<file path="src/sv/three_encoder_gyro_odometry_top_defines.svh">
// Assertion macros for the odometry block
`ifndef THREE_ENCODER_GYRO_ODOMETRY_TOP_DEFINES_SVH
`define THREE_ENCODER_GYRO_ODOMETRY_TOP_DEFINES_SVH
`ifndef SYNTHESIS
`define AST_IMPL(lbl, a, c) \
  lbl: assert property (@(posedge clk) disable iff (rst) (a) |-> (c)) \
    else $error("assertion failed");
`define AST_NEXT(lbl, a, c) \
  lbl: assert property (@(posedge clk) disable iff (rst) (a) |=> (c)) \
    else $error("assertion failed");
`else
`define AST_IMPL(lbl, a, c)
`define AST_NEXT(lbl, a, c)
`endif
`endif

</file>
<file path="src/sv/tego_pkg.sv">
`timescale 1ns / 1ps
// ---------------------------------------------------------------------------
// Odometry package
// Types, register indexes, CORDIC constants and the arctangent table.
// ---------------------------------------------------------------------------
package tego_pkg;
  localparam int ATAN_LEN = 24;
  localparam logic signed [33:0] ANG_PI = 34'sd3373259426;
  localparam logic signed [33:0] ANG_HALF_PI = 34'sd1686629713;
  localparam logic signed [33:0] CORDIC_GAIN = 34'sd652032875;
  localparam logic signed [17:0] TH_PI = 18'sd25736;
  localparam logic signed [17:0] TH_TWO_PI = 18'sd51472;
  localparam logic [1:0] REG_IPT = 2'd0;
  localparam logic [1:0] REG_SX = 2'd1;
  localparam logic [1:0] REG_SY = 2'd2;
  localparam logic [1:0] REG_ST = 2'd3;

  typedef struct packed {
    logic load;      // latch input, form deltas
    logic scale;     // scaled distances
    logic cinit;     // set up CORDIC
    logic citer;     // one CORDIC step
    logic rot_a;     // negate CORDIC result if folded
    logic rot_b;     // all four products
    logic update;    // pose update
  } cmd_t;

  typedef struct packed {
    logic cordic_last;
  } sts_t;

  function automatic logic signed [33:0] atan_at(input logic [4:0] i);
    logic signed [33:0] r;
    unique case (i)
      5'd0: r = 34'sd843314857;  5'd1: r = 34'sd497837830;
      5'd2: r = 34'sd263043837;  5'd3: r = 34'sd133525159;
      5'd4: r = 34'sd67021687;   5'd5: r = 34'sd33543516;
      5'd6: r = 34'sd16775851;   5'd7: r = 34'sd8388437;
      5'd8: r = 34'sd4194283;    5'd9: r = 34'sd2097149;
      5'd10: r = 34'sd1048576;   5'd11: r = 34'sd524288;
      5'd12: r = 34'sd262144;    5'd13: r = 34'sd131072;
      5'd14: r = 34'sd65536;     5'd15: r = 34'sd32768;
      5'd16: r = 34'sd16384;     5'd17: r = 34'sd8192;
      5'd18: r = 34'sd4096;      5'd19: r = 34'sd2048;
      5'd20: r = 34'sd1024;      5'd21: r = 34'sd512;
      5'd22: r = 34'sd256;       5'd23: r = 34'sd128;
      default: r = '0;
    endcase
    return r;
  endfunction

  // wrap a heading within two turns of the range by up to two adds or
  // subtracts of two pi
  function automatic logic signed [15:0] wrap_th(input logic signed [17:0] t);
    logic signed [17:0] r;
    r = t;
    if (r >= TH_PI) r = r - TH_TWO_PI;
    else if (r < -TH_PI) r = r + TH_TWO_PI;
    if (r >= TH_PI) r = r - TH_TWO_PI;
    else if (r < -TH_PI) r = r + TH_TWO_PI;
    return r[15:0];
  endfunction

  function automatic logic signed [31:0] sat32(input logic signed [63:0] v);
    logic signed [31:0] r;
    if (v > 64'sd2147483647) r = 32'sh7fffffff;
    else if (v < -64'sd2147483648) r = 32'sh80000000;
    else r = v[31:0];
    return r;
  endfunction
endpackage

</file>
<file path="src/sv/tego_ctrl.sv">
`timescale 1ns / 1ps
// ---------------------------------------------------------------------------
// Odometry controller
// Sequences load, distance, CORDIC iterations, rotation and pose update.
// ---------------------------------------------------------------------------
module tego_ctrl import tego_pkg::*; (
  input  logic clk,
  input  logic rst,
  input  logic in_valid,
  output logic in_ready,
  output logic out_valid,
  input  logic out_ready,
  input  sts_t sts,
  output cmd_t cmd
);
  localparam logic [2:0] S_IDLE = 3'd0, S_DIST = 3'd1, S_CINIT = 3'd2,
    S_ITER = 3'd3, S_ROTA = 3'd4, S_ROTB = 3'd5, S_UPD = 3'd6;
  logic [2:0] state, state_next;
  logic       hold, hold_next;

  // result register frees before the update writes it
  assign in_ready = (state == S_IDLE);
  assign out_valid = hold;

  always_comb begin
    state_next = state;
    hold_next = hold && !out_ready;
    cmd = '0;
    unique case (state)
      S_IDLE: if (in_valid) begin cmd.load = 1'b1; state_next = S_DIST; end
      S_DIST: begin cmd.scale = 1'b1; state_next = S_CINIT; end
      S_CINIT: begin cmd.cinit = 1'b1; state_next = S_ITER; end
      S_ITER: begin
        cmd.citer = 1'b1;
        if (sts.cordic_last) state_next = S_ROTA;
      end
      S_ROTA: begin cmd.rot_a = 1'b1; state_next = S_ROTB; end
      S_ROTB: if (!hold_next) begin cmd.rot_b = 1'b1; state_next = S_UPD; end
      S_UPD: begin cmd.update = 1'b1; hold_next = 1'b1; state_next = S_IDLE; end
      default: state_next = S_IDLE;
    endcase
  end

  always_ff @(posedge clk) begin
    if (rst) begin
      state <= S_IDLE;
      hold <= 1'b0;
    end else begin
      state <= state_next;
      hold <= hold_next;
    end
  end
endmodule

</file>
<file path="config.mk">
export PLATFORM = sky130hd
export DESIGN_NAME = tego_ctrl
export DESIGN_NICKNAME = d
export VERILOG_FILES = /design/src/sv/three_encoder_gyro_odometry_top_defines.svh /design/src/sv/tego_pkg.sv /design/src/sv/tego_ctrl.sv
export SDC_FILE = /design/constraint.sdc
export NUM_CORES = 1
export LEC_CHECK = 0
export ABC_CLOCK_PERIOD_IN_PS = 950
export BUFFER_PORTS_ARGS = -buffer_cell sky130_fd_sc_hd__buf_4
export CAP_MARGIN = 20
export CORE_AREA = 2 2 39 41
export CTS_CLUSTER_SIZE = 25
export DETAILED_ROUTE_END_ITERATION = 10
export DIE_AREA = 0 0 41 43
export SLEW_MARGIN = 25
export SYNTH_ARGS = -nofsm -noshare
export SYNTH_HDL_FRONTEND = slang
export SYNTH_SLANG_ARGS = --single-unit
</file>
<file path="constraint.sdc">
create_clock -name clk -period 0.95 [get_ports clk]
set_clock_uncertainty 0.05 [all_clocks]
set_input_delay 0.0475 -clock clk [delete_from_list [all_inputs] [get_ports clk]]
set_output_delay 0.0475 -clock clk [all_outputs]
set_load 0.05 [all_outputs]
</file>
==> impl_metrics.toml <==
[outcome]
outcome = "finished, violations left"
violations = "negative setup slack"

[clock_network]
h-tree-depth = 1
insertion_delay_ps = 240
clk_path_buf_depth = 2
cts_root_buffer = "clkbuf_4"
clock-sinks = 4
cts_buffers = 3
clk_pin_slew_worst_paths_ps = 40
cts_tree = "built"

[sta]
fmax_mhz = 822
fin_crit_ps = 1220
worst_pin_slew_ps = 233
setup_tns_ps = -2140
fin_hold_ws_ps = 59.0
finalSetupViolCount = 12
post-route-period-util = 1.28
worst_slack_ps = -267
maxSlewHeadroom = 0.843
slew_violations = 0
grt_setup_unrepaired = "true"
hold_viol = 0

[routing]
route.met3.wl_um = 28
drt-met1-wl_um = 288
routedWlPerCell_um = 9.78
wirelength_um = 704
vias = 312
dr.pass1.iters = 3
met2_length_um = 386
top_layer = "met3"
drt-initial-drc-count = 8
drc_errors = 0
viasPerCell = 4.33
antenna_left = 0

[yosys]
synth_area_per_cell_um2 = 8.29
synthDistinctLibCells = 17
synth.yosys.seq_area_share = 0.302
yosys_warnings = 0
synth-seq-cells = 4
syn_inst = 32
synth_fp_nets = 37
synth_area_um2 = 265

[min_path]
hold_start = "out_ready"
min_to = "out_valid"
holdPathStages = 4
hold_class = "in -> reg"

[floorplanning]
die_area_um2 = 1760
core-area_um2 = 1380
fp.dieW_um = 41
die_height_um = 43
start_util = 0.192
pin_count = 14
rows = 14

[finish]
fill_cells = 132
post-route-util = 0.448
fin_cells = 72
n_antenna_cell = 0
multi_input_area_um2 = 223
final-seq-area_um2 = 95.1
drive_above_1_share = 0.750
syn2layout_area_growth_pct = 133
fin_nets = 62

[placement]
placedCellCount = 62
dp_hpwl_um = 448
post-place-ws_ps = -109
buffer_ports.inserted = 13
place.gp.congestion = 0.670

[grt]
grt_max_degree = 12
overflow = 0
grt_pass1_wl_um = 1030
grt_usage = 0.0813
grt_pass1_vias = 267
antenna_found_initial = 0

[worst_setup_path]
start_kind = "flip-flop"
arrival_ps = 1120
ff2ff_path_depth = 4
critPathMaxFanout = 4
critical_path_class = "reg -> out"
cp.required_ps = 850
r2r_slack_ps = -100
end_kind = "output pin"
r2r-start = "state[0]"
r2r-end = "state[1]"

[power_and_ir_drop]
power_density_nw_per_um2 = 1220
p_leak_nw = 0.253
peakVddDrop_mv = 0.456

[flow_run]
cap_violations = 0
-- layout make-up --
cell class              instances  area share
clock buffers                   4      0.0424
multi-input cells              25       0.360
flip-flops and latches          4       0.154
well taps                      16      0.0323
repair buffers                 23       0.412
-- synth_stat cells --
cell / instances / area share
nor2_1: 5 / 0.071
dfxtp_1: 4 / 0.30
nand2b_1: 3 / 0.071
a21oi_1: 2 / 0.038
and3b_1: 2 / 0.066
buf_4: 2 / 0.057
nor3_1: 2 / 0.038
nor3b_1: 2 / 0.057
o21a_1: 2 / 0.057
and2_1: 1 / 0.024
buf_6: 1 / 0.042
nand3_2: 1 / 0.038
nand3b_1: 1 / 0.028
nor2b_1: 1 / 0.024
nor3_2: 1 / 0.038
o21ai_0: 1 / 0.019
o2bb2ai_1: 1 / 0.033
-- state kept, by name, indices dropped and copies added (netlist names) --
register and cells:
out_valid 1, state 3
-- cells by family after synthesis --
| group | share of synthesized area |
|---|---|
| DFF | 0.302 |
| AOI/OAI and AO/OA | 0.146 |
| buffers and inverters | 0.0990 |
| and+or+nand+nor | 0.453 |
-- worst max-delay path by stage --
stage / start / to / slack, ps / cells past startpoint
floorplan: state[1] / cmd[6] / -410 / 3
global placement: state[0] / cmd[6] / -110 / 4
detailed placement: state[0] / cmd[6] / -110 / 4
CTS: state[1] / cmd[1] / -270 / 3
global route: state[2] / cmd[1] / -320 / 3
finish: state[0] / cmd[6] / -270 / 4
-- metrics by stage --
stage / total power, mW / cell area, um2
after floorplan: 0.370 / 329
after detailed placement: 0.445 / 455
after global routing: 0.793 / 619
final: 0.753 / 619
after CTS: 0.723 / 567
after global placement: 0.444 / 455
-- layout by cell type, fill, tap and decap left out, drive strengths merged --
| master | n |
|---|---|
| buf | 22 |
| nor2 | 5 |
| dfxtp | 4 |
| clkbuf | 4 |
| nand2b | 3 |
| nor3 | 3 |
| and3b | 2 |
| o21a | 2 |
| nor3b | 2 |
| a21oi | 2 |
| and2 | 1 |
| nor2b | 1 |
| nand3b | 1 |
| nand3 | 1 |
| o21ai | 1 |
| o2bb2ai | 1 |
| dlygate4sd3 | 1 |
-- metal layers --
metal  up-vias  track usage
met2         6        0.116
met4         0       0.0400
met3         0       0.0157
met5         -            0
li1        158            -
met1       148        0.113
-- report_power, final --
part	internal (mW)	leakage (nW)	total [mW]	switching [mW]
Combinational	0.171	0.202	0.329	0.158
Clock	0.158	0.0150	0.231	0.0730
Sequential	0.174	0.0356	0.193	0.0185
Total	0.503	0.253	0.753	0.250
-- worst max-delay path, cell delays in order (launching register included) --
cell,delay [ps]
dfxtp_4,350
buf_12,130
nor3_4,110
and2_4,170
buf_8,130
-- timing repair --
item                                    4_1_cts  5_1_grt
pin swaps                                     2       10
hold buffers                                  1        0
endpoints found under the hold margin         3        0
resized for setup                            17       11
setup buffers                                 2        3
endpoints found under the setup margin       11       12
(Power assumes the default switching activity.)
